[config.mk]
export PLATFORM = sky130hd
export DESIGN_NAME = riff_wav_header_parser
export DESIGN_NICKNAME = d
export VERILOG_FILES = /design/src/hw/rtl/rwp_pkg.sv /design/src/hw/rtl/rwp_front.sv /design/src/hw/rtl/rwp_queue.sv /design/src/hw/rtl/rwp_back.sv /design/src/hw/rtl/riff_wav_header_parser.sv
export SDC_FILE = /design/constraint.sdc
export NUM_CORES = 1
export LEC_CHECK = 0
export BUFFER_PORTS_ARGS = -buffer_cell sky130_fd_sc_hd__buf_4
export CAP_MARGIN = 20
export CORE_MARGIN = 1
export CORE_UTILIZATION = 60
export CTS_CLUSTER_DIAMETER = 100
export DETAILED_ROUTE_END_ITERATION = 7
export PLACE_DENSITY_LB_ADDON = 0.15
export SLEW_MARGIN = 20
export SYNTH_ARGS = -nofsm -noshare
export SYNTH_HDL_FRONTEND = slang
export SYNTH_SLANG_ARGS = --single-unit
export TNS_END_PERCENT = 100
[constraint.sdc]
create_clock -name clk -period 14.2 [get_ports clk]
set_input_delay 0.71 -clock clk [delete_from_list [all_inputs] [get_ports clk]]
set_output_delay 0.71 -clock clk [all_outputs]
set_load 0.1 [all_outputs]
[src/hw/rtl/rwp_pkg.sv]
`timescale 1ns / 1ps

package rwp_pkg;

  localparam logic [2:0] ST_OK          = 3'd0;
  localparam logic [2:0] ST_BAD_HEADER  = 3'd1;
  localparam logic [2:0] ST_TRUNCATED   = 3'd2;
  localparam logic [2:0] ST_SHORT_FMT   = 3'd3;
  localparam logic [2:0] ST_MISSING     = 3'd4;
  localparam logic [2:0] ST_UNSUPPORTED = 3'd5;
  localparam logic [2:0] ST_ODD_DATA    = 3'd6;

  localparam logic [1:0] CFG_FORMAT   = 2'd0;
  localparam logic [1:0] CFG_CHANNELS = 2'd1;
  localparam logic [1:0] CFG_RATE     = 2'd2;
  localparam logic [1:0] CFG_BITS     = 2'd3;

  localparam int OUT_W  = 152;
  localparam int HDR_LEN = 12;

  typedef struct packed {
    logic [7:0]  data;
    logic        last;
    logic [31:0] pos;
    logic        magic_bad;
    logic        hdr_done;
  } q_item_t;

  function automatic logic [7:0] magic_byte(input logic [3:0] idx);
    logic [7:0] b;
    case (idx)
      4'd0:    b = 8'h52;
      4'd1:    b = 8'h49;
      4'd2:    b = 8'h46;
      4'd3:    b = 8'h46;
      4'd8:    b = 8'h57;
      4'd9:    b = 8'h41;
      4'd10:   b = 8'h56;
      4'd11:   b = 8'h45;
      default: b = 8'h00;
    endcase
    return b;
  endfunction

endpackage

[src/hw/rtl/rwp_front.sv]
`timescale 1ns / 1ps

module rwp_front
  import rwp_pkg::*;
(
  input  logic       clk,
  input  logic       rst_n,
  input  logic       in_tvalid,
  output logic       in_tready,
  input  logic [7:0] in_tdata,   // file_byte[7:0]
  input  logic       in_tlast,
  input  logic       q_full,
  output logic       q_push,
  output q_item_t    q_item
);

  logic [31:0] pos_r;
  logic [31:0] pos_nxt;
  logic        in_hdr;
  logic        magic_slot;

  assign in_tready  = !q_full;
  assign q_push     = in_tvalid && in_tready;
  assign in_hdr     = pos_r < 32'(HDR_LEN);
  assign magic_slot = (pos_r < 32'd4) || (pos_r >= 32'd8);

  always_comb begin
    q_item.data      = in_tdata;
    q_item.last      = in_tlast;
    q_item.pos       = pos_r;
    q_item.magic_bad = in_hdr && magic_slot && (in_tdata != magic_byte(pos_r[3:0]));
    q_item.hdr_done  = pos_r >= 32'(HDR_LEN - 1);
  end

  // count every byte; restart on the final one
  always_comb begin
    pos_nxt = pos_r;
    if (q_push) begin
      pos_nxt = in_tlast ? 32'd0 : pos_r + 32'd1;
    end
  end

  always_ff @(posedge clk) begin
    if (!rst_n) begin
      pos_r <= 32'd0;
    end else begin
      pos_r <= pos_nxt;
    end
  end

endmodule

[src/hw/rtl/rwp_queue.sv]
`timescale 1ns / 1ps

module rwp_queue
  import rwp_pkg::*;
#(
  parameter int DEPTH = 2
) (
  input  logic    clk,
  input  logic    rst_n,
  input  logic    push,
  input  q_item_t push_item,
  output logic    full,
  input  logic    pop,
  output logic    valid,
  output q_item_t head
);

  localparam int PW = (DEPTH > 1) ? $clog2(DEPTH) : 1;
  localparam int CW = $clog2(DEPTH + 1);

  q_item_t         mem_r [DEPTH];
  logic [PW-1:0]   wr_r;
  logic [PW-1:0]   wr_nxt;
  logic [PW-1:0]   rd_r;
  logic [PW-1:0]   rd_nxt;
  logic [CW-1:0]   cnt_r;
  logic [CW-1:0]   cnt_nxt;

  assign full  = cnt_r == CW'(DEPTH);
  assign valid = cnt_r != '0;
  assign head  = mem_r[rd_r];

  always_comb begin
    wr_nxt  = wr_r;
    rd_nxt  = rd_r;
    cnt_nxt = cnt_r;
    if (push) begin
      wr_nxt = (wr_r == PW'(DEPTH - 1)) ? '0 : wr_r + PW'(1);
    end
    if (pop) begin
      rd_nxt = (rd_r == PW'(DEPTH - 1)) ? '0 : rd_r + PW'(1);
    end
    if (push && !pop) begin
      cnt_nxt = cnt_r + CW'(1);
    end else if (pop && !push) begin
      cnt_nxt = cnt_r - CW'(1);
    end
  end

  always_ff @(posedge clk) begin
    if (push) begin
      mem_r[wr_r] <= push_item;
    end
  end

  always_ff @(posedge clk) begin
    if (!rst_n) begin
      wr_r  <= '0;
      rd_r  <= '0;
      cnt_r <= '0;
    end else begin
      wr_r  <= wr_nxt;
      rd_r  <= rd_nxt;
      cnt_r <= cnt_nxt;
    end
  end

endmodule

[src/hw/rtl/rwp_back.sv]
`timescale 1ns / 1ps

module rwp_back
  import rwp_pkg::*;
(
  input  logic             clk,
  input  logic             rst_n,
  input  logic             q_valid,
  input  q_item_t          q_head,
  output logic             q_pop,
  input  logic             cfg_we,
  input  logic [1:0]       cfg_addr,
  input  logic [31:0]      cfg_wdata,
  output logic             out_tvalid,
  input  logic             out_tready,
  output logic [OUT_W-1:0] out_tdata
);

  localparam logic [1:0] PH_FILE_HDR  = 2'd0;
  localparam logic [1:0] PH_CHUNK_HDR = 2'd1;
  localparam logic [1:0] PH_PAYLOAD   = 2'd2;
  localparam logic [1:0] PH_PAD       = 2'd3;

  localparam logic [1:0] KIND_OTHER = 2'd0;
  localparam logic [1:0] KIND_FMT   = 2'd1;
  localparam logic [1:0] KIND_DATA  = 2'd2;

  localparam logic [31:0] ID_FMT  = 32'h20746D66;
  localparam logic [31:0] ID_DATA = 32'h61746164;
  localparam logic [4:0]  IDX_SAT = 5'd16;

  logic [15:0] exp_format_r, exp_channels_r, exp_bits_r;
  logic [31:0] exp_rate_r;

  logic [1:0]  phase_r, phase_nxt;
  logic [31:0] fs_r, fs_nxt;
  logic [1:0]  kind_r, kind_nxt;
  logic [31:0] rem_r, rem_nxt;
  logic [4:0]  pidx_r, pidx_nxt;
  logic        pad_r, pad_nxt;
  logic        sfp_r, sfp_nxt;
  logic        seen_fmt_r, seen_fmt_nxt;
  logic        seen_data_r, seen_data_nxt;
  logic [2:0]  err_r, err_nxt;
  logic [31:0] off_r, off_nxt;
  logic [31:0] size_r, size_nxt;
  logic [15:0] fmt_r, fmt_nxt;
  logic [15:0] chan_r, chan_nxt;
  logic [31:0] rate_r, rate_nxt;
  logic [15:0] bits_r, bits_nxt;

  logic             out_valid_r, out_valid_nxt;
  logic [OUT_W-1:0] out_data_r, out_data_nxt;
  logic             out_free;
  logic [2:0]       status;

  assign out_free   = !out_valid_r || out_tready;
  assign q_pop      = q_valid && (!q_head.last || out_free);
  assign out_tvalid = out_valid_r;
  assign out_tdata  = out_data_r;

  always_comb begin
    phase_nxt     = phase_r;
    fs_nxt        = fs_r;
    kind_nxt      = kind_r;
    rem_nxt       = rem_r;
    pidx_nxt      = pidx_r;
    pad_nxt       = pad_r;
    sfp_nxt       = sfp_r;
    seen_fmt_nxt  = seen_fmt_r;
    seen_data_nxt = seen_data_r;
    err_nxt       = err_r;
    off_nxt       = off_r;
    size_nxt      = size_r;
    fmt_nxt       = fmt_r;
    chan_nxt      = chan_r;
    rate_nxt      = rate_r;
    bits_nxt      = bits_r;
    status        = ST_OK;
    out_data_nxt  = out_data_r;
    out_valid_nxt = out_valid_r && !out_tready;

    if (q_pop && err_r == ST_OK) begin
      unique case (phase_r)
        PH_FILE_HDR: begin
          if (q_head.magic_bad) begin
            err_nxt = ST_BAD_HEADER;
          end else if (q_head.hdr_done) begin
            phase_nxt = PH_CHUNK_HDR;
            pidx_nxt  = '0;
          end else if (q_head.last) begin
            err_nxt = ST_BAD_HEADER;
          end
        end
        PH_CHUNK_HDR: begin
          fs_nxt   = {q_head.data, fs_r[31:8]};
          pidx_nxt = pidx_r + 5'd1;
          if (pidx_nxt == 5'd4) begin
            if (fs_nxt == ID_FMT) begin
              kind_nxt = KIND_FMT;
            end else if (fs_nxt == ID_DATA) begin
              kind_nxt = KIND_DATA;
            end else begin
              kind_nxt = KIND_OTHER;
            end
          end else if (pidx_nxt >= 5'd8) begin
            rem_nxt = fs_nxt;
            pad_nxt = fs_nxt[0];
            sfp_nxt = 1'b0;
            if (kind_r == KIND_FMT) begin
              if (fs_nxt < 32'd16) begin
                sfp_nxt = 1'b1;
              end else begin
                seen_fmt_nxt = 1'b1;
              end
            end else if (kind_r == KIND_DATA) begin
              seen_data_nxt = 1'b1;
              off_nxt       = q_head.pos + 32'd1;
              size_nxt      = fs_nxt;
            end
            pidx_nxt = '0;
            if (fs_nxt == 32'd0) begin
              if (sfp_nxt) begin
                err_nxt = ST_SHORT_FMT;
              end
              sfp_nxt   = 1'b0;
              phase_nxt = pad_nxt ? PH_PAD : PH_CHUNK_HDR;
            end else begin
              phase_nxt = PH_PAYLOAD;
              if (q_head.last) begin
                err_nxt = ST_TRUNCATED;
              end
            end
          end
        end
        PH_PAYLOAD: begin
          if (kind_r == KIND_FMT && !sfp_r) begin
            case (pidx_r)
              5'd0:    fmt_nxt[7:0]    = q_head.data;
              5'd1:    fmt_nxt[15:8]   = q_head.data;
              5'd2:    chan_nxt[7:0]   = q_head.data;
              5'd3:    chan_nxt[15:8]  = q_head.data;
              5'd4:    rate_nxt[7:0]   = q_head.data;
              5'd5:    rate_nxt[15:8]  = q_head.data;
              5'd6:    rate_nxt[23:16] = q_head.data;
              5'd7:    rate_nxt[31:24] = q_head.data;
              5'd14:   bits_nxt[7:0]   = q_head.data;
              5'd15:   bits_nxt[15:8]  = q_head.data;
              default: ;
            endcase
          end
          if (pidx_r != IDX_SAT) begin
            pidx_nxt = pidx_r + 5'd1;
          end
          rem_nxt = rem_r - 32'd1;
          if (rem_nxt == 32'd0) begin
            if (sfp_r) begin
              err_nxt = ST_SHORT_FMT;
            end
            sfp_nxt   = 1'b0;
            pidx_nxt  = '0;
            phase_nxt = pad_r ? PH_PAD : PH_CHUNK_HDR;
          end else if (q_head.last) begin
            err_nxt = ST_TRUNCATED;
          end
        end
        default: begin
          pad_nxt   = 1'b0;
          pidx_nxt  = '0;
          phase_nxt = PH_CHUNK_HDR;
        end
      endcase
    end

    if (q_pop && q_head.last) begin
      status = err_nxt;
      if (status == ST_OK) begin
        if (!seen_fmt_nxt || !seen_data_nxt) begin
          status = ST_MISSING;
        end else if (fmt_nxt != exp_format_r || chan_nxt != exp_channels_r ||
                     rate_nxt != exp_rate_r || bits_nxt != exp_bits_r) begin
          status = ST_UNSUPPORTED;
        end else if (size_nxt[0]) begin
          status = ST_ODD_DATA;
        end
      end
      out_valid_nxt = 1'b1;
      out_data_nxt  = {5'd0, bits_nxt, rate_nxt, chan_nxt, fmt_nxt,
                       size_nxt, off_nxt, status};
      phase_nxt     = PH_FILE_HDR;
      fs_nxt        = '0;
      kind_nxt      = KIND_OTHER;
      rem_nxt       = '0;
      pidx_nxt      = '0;
      pad_nxt       = 1'b0;
      sfp_nxt       = 1'b0;
      seen_fmt_nxt  = 1'b0;
      seen_data_nxt = 1'b0;
      err_nxt       = ST_OK;
      off_nxt       = '0;
      size_nxt      = '0;
      fmt_nxt       = '0;
      chan_nxt      = '0;
      rate_nxt      = '0;
      bits_nxt      = '0;
    end
  end

  always_ff @(posedge clk) begin
    if (!rst_n) begin
      exp_format_r   <= 16'd1;
      exp_channels_r <= 16'd1;
      exp_rate_r     <= 32'd16000;
      exp_bits_r     <= 16'd16;
    end else if (cfg_we) begin
      unique case (cfg_addr)
        CFG_FORMAT:   exp_format_r   <= cfg_wdata[15:0];
        CFG_CHANNELS: exp_channels_r <= cfg_wdata[15:0];
        CFG_RATE:     exp_rate_r     <= cfg_wdata;
        CFG_BITS:     exp_bits_r     <= cfg_wdata[15:0];
        default: ;
      endcase
    end
  end

  always_ff @(posedge clk) begin
    out_data_r <= out_data_nxt;
  end

  always_ff @(posedge clk) begin
    if (!rst_n) begin
      phase_r     <= PH_FILE_HDR;
      fs_r        <= '0;
      kind_r      <= KIND_OTHER;
      rem_r       <= '0;
      pidx_r      <= '0;
      pad_r       <= 1'b0;
      sfp_r       <= 1'b0;
      seen_fmt_r  <= 1'b0;
      seen_data_r <= 1'b0;
      err_r       <= ST_OK;
      off_r       <= '0;
      size_r      <= '0;
      fmt_r       <= '0;
      chan_r      <= '0;
      rate_r      <= '0;
      bits_r      <= '0;
      out_valid_r <= 1'b0;
    end else begin
      phase_r     <= phase_nxt;
      fs_r        <= fs_nxt;
      kind_r      <= kind_nxt;
      rem_r       <= rem_nxt;
      pidx_r      <= pidx_nxt;
      pad_r       <= pad_nxt;
      sfp_r       <= sfp_nxt;
      seen_fmt_r  <= seen_fmt_nxt;
      seen_data_r <= seen_data_nxt;
      err_r       <= err_nxt;
      off_r       <= off_nxt;
      size_r      <= size_nxt;
      fmt_r       <= fmt_nxt;
      chan_r      <= chan_nxt;
      rate_r      <= rate_nxt;
      bits_r      <= bits_nxt;
      out_valid_r <= out_valid_nxt;
    end
  end

  a_err_not_in_payload: assert property (@(posedge clk) disable iff (!rst_n)
    err_r != ST_OK |-> phase_r != PH_PAYLOAD)
    else $error("error latched while in payload phase");

  a_no_pad_in_header: assert property (@(posedge clk) disable iff (!rst_n)
    (phase_r == PH_CHUNK_HDR || phase_r == PH_FILE_HDR) |-> !pad_r)
    else $error("pad pending outside payload");

  a_hdr_index: assert property (@(posedge clk) disable iff (!rst_n)
    phase_r == PH_CHUNK_HDR |-> pidx_r < 5'd8)
    else $error("chunk header index overrun");

  a_result_slot: assert property (@(posedge clk) disable iff (!rst_n)
    (q_pop && q_head.last) |-> out_free)
    else $error("final byte taken while result register busy");

  a_clear_after_last: assert property (@(posedge clk) disable iff (!rst_n)
    (q_pop && q_head.last) |=> (phase_r == PH_FILE_HDR && err_r == ST_OK && out_valid_r))
    else $error("state not cleared after final byte");

endmodule

[src/hw/rtl/riff_wav_header_parser.sv]
`timescale 1ns / 1ps
// The result appears on out_tvalid after the final byte has passed the byte queue
// and the result register. Throughput: one byte per clock, set by the single-byte
// parse step of the back end; a final byte waits while the result register is busy.
// Reset (rst_n low at a clock edge) restores the expected fmt values and clears
// all parse state, the byte queue and the result register.

module riff_wav_header_parser
  import rwp_pkg::*;
#(
  parameter int QUEUE_DEPTH = 2
) (
  input  logic             clk,
  input  logic             rst_n,
  input  logic             in_tvalid,
  output logic             in_tready,
  input  logic [7:0]       in_tdata,   // file_byte[7:0]
  input  logic             in_tlast,
  output logic             out_tvalid,
  input  logic             out_tready,
  // status[2:0], data_offset[34:3], data_bytes[66:35], format_code[82:67],
  // channel_count[98:83], rate_hz[130:99], sample_bits[146:131], zero pad
  output logic [OUT_W-1:0] out_tdata,
  input  logic             cfg_we,
  input  logic [1:0]       cfg_addr,
  input  logic [31:0]      cfg_wdata
);

  logic    q_full;
  logic    q_push;
  q_item_t q_in;
  logic    q_pop;
  logic    q_valid;
  q_item_t q_head;

  rwp_front u_front (
    .clk       (clk),
    .rst_n     (rst_n),
    .in_tvalid (in_tvalid),
    .in_tready (in_tready),
    .in_tdata  (in_tdata),
    .in_tlast  (in_tlast),
    .q_full    (q_full),
    .q_push    (q_push),
    .q_item    (q_in)
  );

  rwp_queue #(
    .DEPTH (QUEUE_DEPTH)
  ) u_queue (
    .clk       (clk),
    .rst_n     (rst_n),
    .push      (q_push),
    .push_item (q_in),
    .full      (q_full),
    .pop       (q_pop),
    .valid     (q_valid),
    .head      (q_head)
  );

  rwp_back u_back (
    .clk        (clk),
    .rst_n      (rst_n),
    .q_valid    (q_valid),
    .q_head     (q_head),
    .q_pop      (q_pop),
    .cfg_we     (cfg_we),
    .cfg_addr   (cfg_addr),
    .cfg_wdata  (cfg_wdata),
    .out_tvalid (out_tvalid),
    .out_tready (out_tready),
    .out_tdata  (out_tdata)
  );

endmodule

==> flow_metrics.env <==
export IMPL_pwr_density_cell_nw_per_um2=180
export IMPL_hpwl_um=53200
export IMPL_worstPathBufferInverterCount=1
export IMPL_finalSetupTns_ns=0
export IMPL_worst_path_dominant_cell_family="simple AND/OR/NAND/NOR gates"
export IMPL_internal_power_mw=3.16
export IMPL_failing_checks="DRC"
export IMPL_worst_pin_slew_ns=1.15
export IMPL_worst_path_max_delay_cell="sky130_fd_sc_hd__and4_1"
export IMPL_max_vdd_ir_drop_mv=0.197
export IMPL_finalSetupViolations=0
export IMPL_cts_reportedPaths_clkPinSlew_ns=0.07
export IMPL_mappedNetlistArea_um2=25100
export IMPL_grt_first_pass_wirelength_um=116000
export IMPL_cp_data_required_time_ns=14.60
export IMPL_synthArstFlopShare_pct=0
export IMPL_report_final_slew_viol_count=0
export IMPL_ctsLongestPathBuffers=3
export IMPL_max_freq_mhz=194
export IMPL_hp_class="primary input to flip-flop"
export IMPL_post_synth_main_area_contributors="sky130_fd_sc_hd__edfxtp_1, sky130_fd_sc_hd__dfxtp_1, sky130_fd_sc_hd__nand2_1"
export IMPL_total_power_mw=5.22
export IMPL_type_of_origin_of_the_critical_path="flip-flop"
export IMPL_comb_power_share_pct=31.1
export IMPL_synth_seq_cells=573
export IMPL_buffer_ports_inserted=196
export IMPL_die_width_um=207
export IMPL_outcome="finished, violations left"
export IMPL_postCtsSetupRepairBufs=0
export IMPL_cts_htree_levels=2
export IMPL_grt_busiest_layer="met2"
export IMPL_rows=74
export IMPL_combinational_family_with_the_most_area_after_synthesis="simple AND/OR/NAND/NOR gates"
export IMPL_synth_compound_gate_area_share_pct=12.2
export IMPL_post_cts_resized_instances=0
export IMPL_cts_tree="built"
export IMPL_synth_adder_area_share_pct=0.747
export IMPL_wl_um=78100
export IMPL_final_net_count=2804
export IMPL_core_area_um2=41000
export IMPL_cts_hold_fix_buffers=0
export IMPL_root_buffer="sky130_fd_sc_hd__clkbuf_16"
export IMPL_crit_path_max_fanout=44
export IMPL_leakage_nw=10.8
export IMPL_post_route_period_util_pct=36.2
export IMPL_ant_nets=0
export IMPL_syn2layout_area_growth_pct=15.3
export IMPL_post_route_min_period_ns=5.15
export IMPL_worst_skew_pair_late_latency_ns=0.64
export IMPL_finalHoldViolations=0
export IMPL_synth_area_per_cell_um2=9.66
export IMPL_edff_count_synth=233
export IMPL_grt_start_max_net_pins=91
export IMPL_floorplan_initialDensity_pct=61.2
export IMPL_maxCapViolations=0
export IMPL_n_antenna_cell=0
export IMPL_synth_cells=2601
export IMPL_layout_drive_gt1_share_pct=13.9
export IMPL_synth_cell_type_count=89
export IMPL_grt_setup_unrepaired="no"
export IMPL_gr_total_overflow=0
export IMPL_synth_top_cell_area_share_pct=27.9
export IMPL_ys_warn_count=0
export IMPL_detail_route_drc_violations=8
export IMPL_gp_routability_congestion=1.00
export IMPL_grtUsageTotal_pct=36.3
export IMPL_grt_antenna_before_repair=3
export IMPL_synth_ff_type="sky130_fd_sc_hd__dfxtp_1"
export IMPL_fp_dieArea_um2=42700
export IMPL_power_switching_share_pct=39.5
export IMPL_slowest_delay_ns=0.74
export IMPL_synth_most_common_cell="sky130_fd_sc_hd__nand2_1"
export IMPL_finalClockSkew_ns=0.0271
export IMPL_ordered_cell_list_for_the_critical_path="mux2i_4 -> o211a_1 -> buf_4 -> and4_1 -> mux2_2 -> a222oi_1 -> o2111ai_1 -> nor4_1 -> nand4_1 -> o31a_1"
export IMPL_routed_wire_length_per_instance_um=23.5
export IMPL_cts_buffers=56
export IMPL_critPathCaptureType="flip-flop"
export IMPL_timing_max_slew_rel_slack_pct=22.7
export IMPL_use_met3_pct=6.47
export IMPL_timing_setup_critical_path_class="flip-flop to flip-flop"
export IMPL_synth_simple_area_share_pct=21.0
export IMPL_grt_pass1_vias=19209
export IMPL_die_h_um=207
export IMPL_globalRouteMet2Util_pct=55.2
export IMPL_globalRouteMet1Util_pct=52.0
export IMPL_arrival_ns=5.54
export IMPL_netSwitchingPower_mw=2.06
export IMPL_yosys_mux_area_fraction_pct=3.35
export IMPL_post_synth_most_frequent_cells="sky130_fd_sc_hd__nand2_1, sky130_fd_sc_hd__dfxtp_1, sky130_fd_sc_hd__edfxtp_1"
export IMPL_post_synth_xor_area_fraction_pct=3.98
export IMPL_drt_first_pass_iters=8
export IMPL_clock_power_share_pct=30.3
export IMPL_detail_route_iter0_violations=2272
export IMPL_ys_seq_area_share_pct=55.0
export IMPL_routed_via_density=6.26
export IMPL_clock_sinks=573
export IMPL_vias=20775
export IMPL_top_ports=202
export IMPL_power_sequential_fraction_pct=38.6
export IMPL_post_synth_top_area_cell="sky130_fd_sc_hd__edfxtp_1"
[power by group through the flow]
stage | clock [mW] | combinational [mW] | sequential (mW)
2_1_floorplan | 0 | 0.498 | 2.75
3_3_place_gp | 0 | 1.56 | 2.07
3_5_place_dp | 0 | 1.58 | 2.07
4_1_cts | 1.59 | 1.58 | 2.04
5_1_grt | 1.65 | 1.67 | 2.03
6_report | 1.58 | 1.62 | 2.02
[cells in the final DEF (no fill, tap or decap), types with 28 or more instances in the layout]
cell	Yosys	layout
sky130_fd_sc_hd__a211oi_1	28	28
sky130_fd_sc_hd__a21oi_1	212	212
sky130_fd_sc_hd__and2_1	121	121
sky130_fd_sc_hd__buf_4	7	222
sky130_fd_sc_hd__clkbuf_16	0	60
sky130_fd_sc_hd__dfxtp_1	340	339
sky130_fd_sc_hd__edfxtp_1	233	233
sky130_fd_sc_hd__inv_1	76	75
sky130_fd_sc_hd__mux2i_1	56	49
sky130_fd_sc_hd__nand2_1	414	414
sky130_fd_sc_hd__nand3_1	67	67
sky130_fd_sc_hd__nand4_1	33	33
sky130_fd_sc_hd__nor2_1	212	207
sky130_fd_sc_hd__nor3_1	70	67
sky130_fd_sc_hd__nor4_1	36	36
sky130_fd_sc_hd__o21ai_0	110	109
sky130_fd_sc_hd__xnor2_1	55	55
sky130_fd_sc_hd__xor2_1	59	59
[metrics by stage]
step	worst slack (ns)	instances	utilization (%)	cell area, µm²	hold slack, ns
2_1_floorplan	5.07	2605	-	25100	0.432
3_3_place_gp	8.87	3213	65.7	27000	0.442
3_5_place_dp	8.79	3214	65.8	27000	0.453
4_1_cts	8.79	3319	70.5	28900	0.277
5_1_grt	9.08	3320	70.6	29000	0.287
6_report	9.05	3320	70.6	29000	0.292
[area by class of cell]
type / instances / area (µm²)
Sequential cell: 573 / 13800
Fill cell: 3041 / 12100
Multi-Input combinational cell: 1807 / 10500
Timing Repair Buffer: 225 / 1720
Clock buffer: 75 / 1590
Tap cell: 532 / 666
Clock inverter: 30 / 377
Inverter: 78 / 293
[logic make-up (layout without fill, tap and decap cells)]
logic type               count (synthesis)  in the layout
buffers and inverters                  225            408
AO/OA/AOI/OAI                          499            499
other                                    1              5
adder cells (fa/ha/maj)                 15             15
flip-flops                             573            573
multiplexers                            79             79
XOR/XNOR                               114            114
AND/OR/NAND/NOR                       1095           1095
[flip-flops by register name (all words and copies together), names as in the netlist, 3 cells and up, named ones only]
register / cells
u_back.bits_r: 16
u_front.pos_r: 32
u_back.off_r: 32
u_back.out_tdata: 147
u_back.size_r: 32
u_back.chan_r: 16
u_back.exp_rate_r: 32
u_back.fmt_r: 16
u_back.exp_channels_r: 16
u_queue.mem_r: 86
u_back.err_r: 3
u_back.rate_r: 32
u_back.exp_format_r: 16
u_back.fs_r: 24
u_back.rem_r: 32
u_back.pidx_r: 5
u_back.exp_bits_r: 16
[worst paths after layout]
path	from	to	slack, ns	cells after the start
min	in_tdata[4]	u_queue.mem_r[0][39]$_DFFE_PP_	0.29	1
min reg2reg	u_back.exp_rate_r[2]$_SDFFE_PN0P_	u_back.exp_rate_r[2]$_SDFFE_PN0P_	0.46	2
max	flip-flop	u_back.out_tdata[2]$_DFFE_PP_	9.05	10
max reg2reg	flip-flop	u_back.out_tdata[2]$_DFFE_PP_	9.05	10
[metal layers]
metal / share of wire (%) / vias to the layer above
met5: 0.046 / -
met4: 3.4 / 6
met3: 9.5 / 184
met2: 45 / 1114
met1: 42 / 10019
li1: - / 9452
Power figures use the tool's default switching activity.
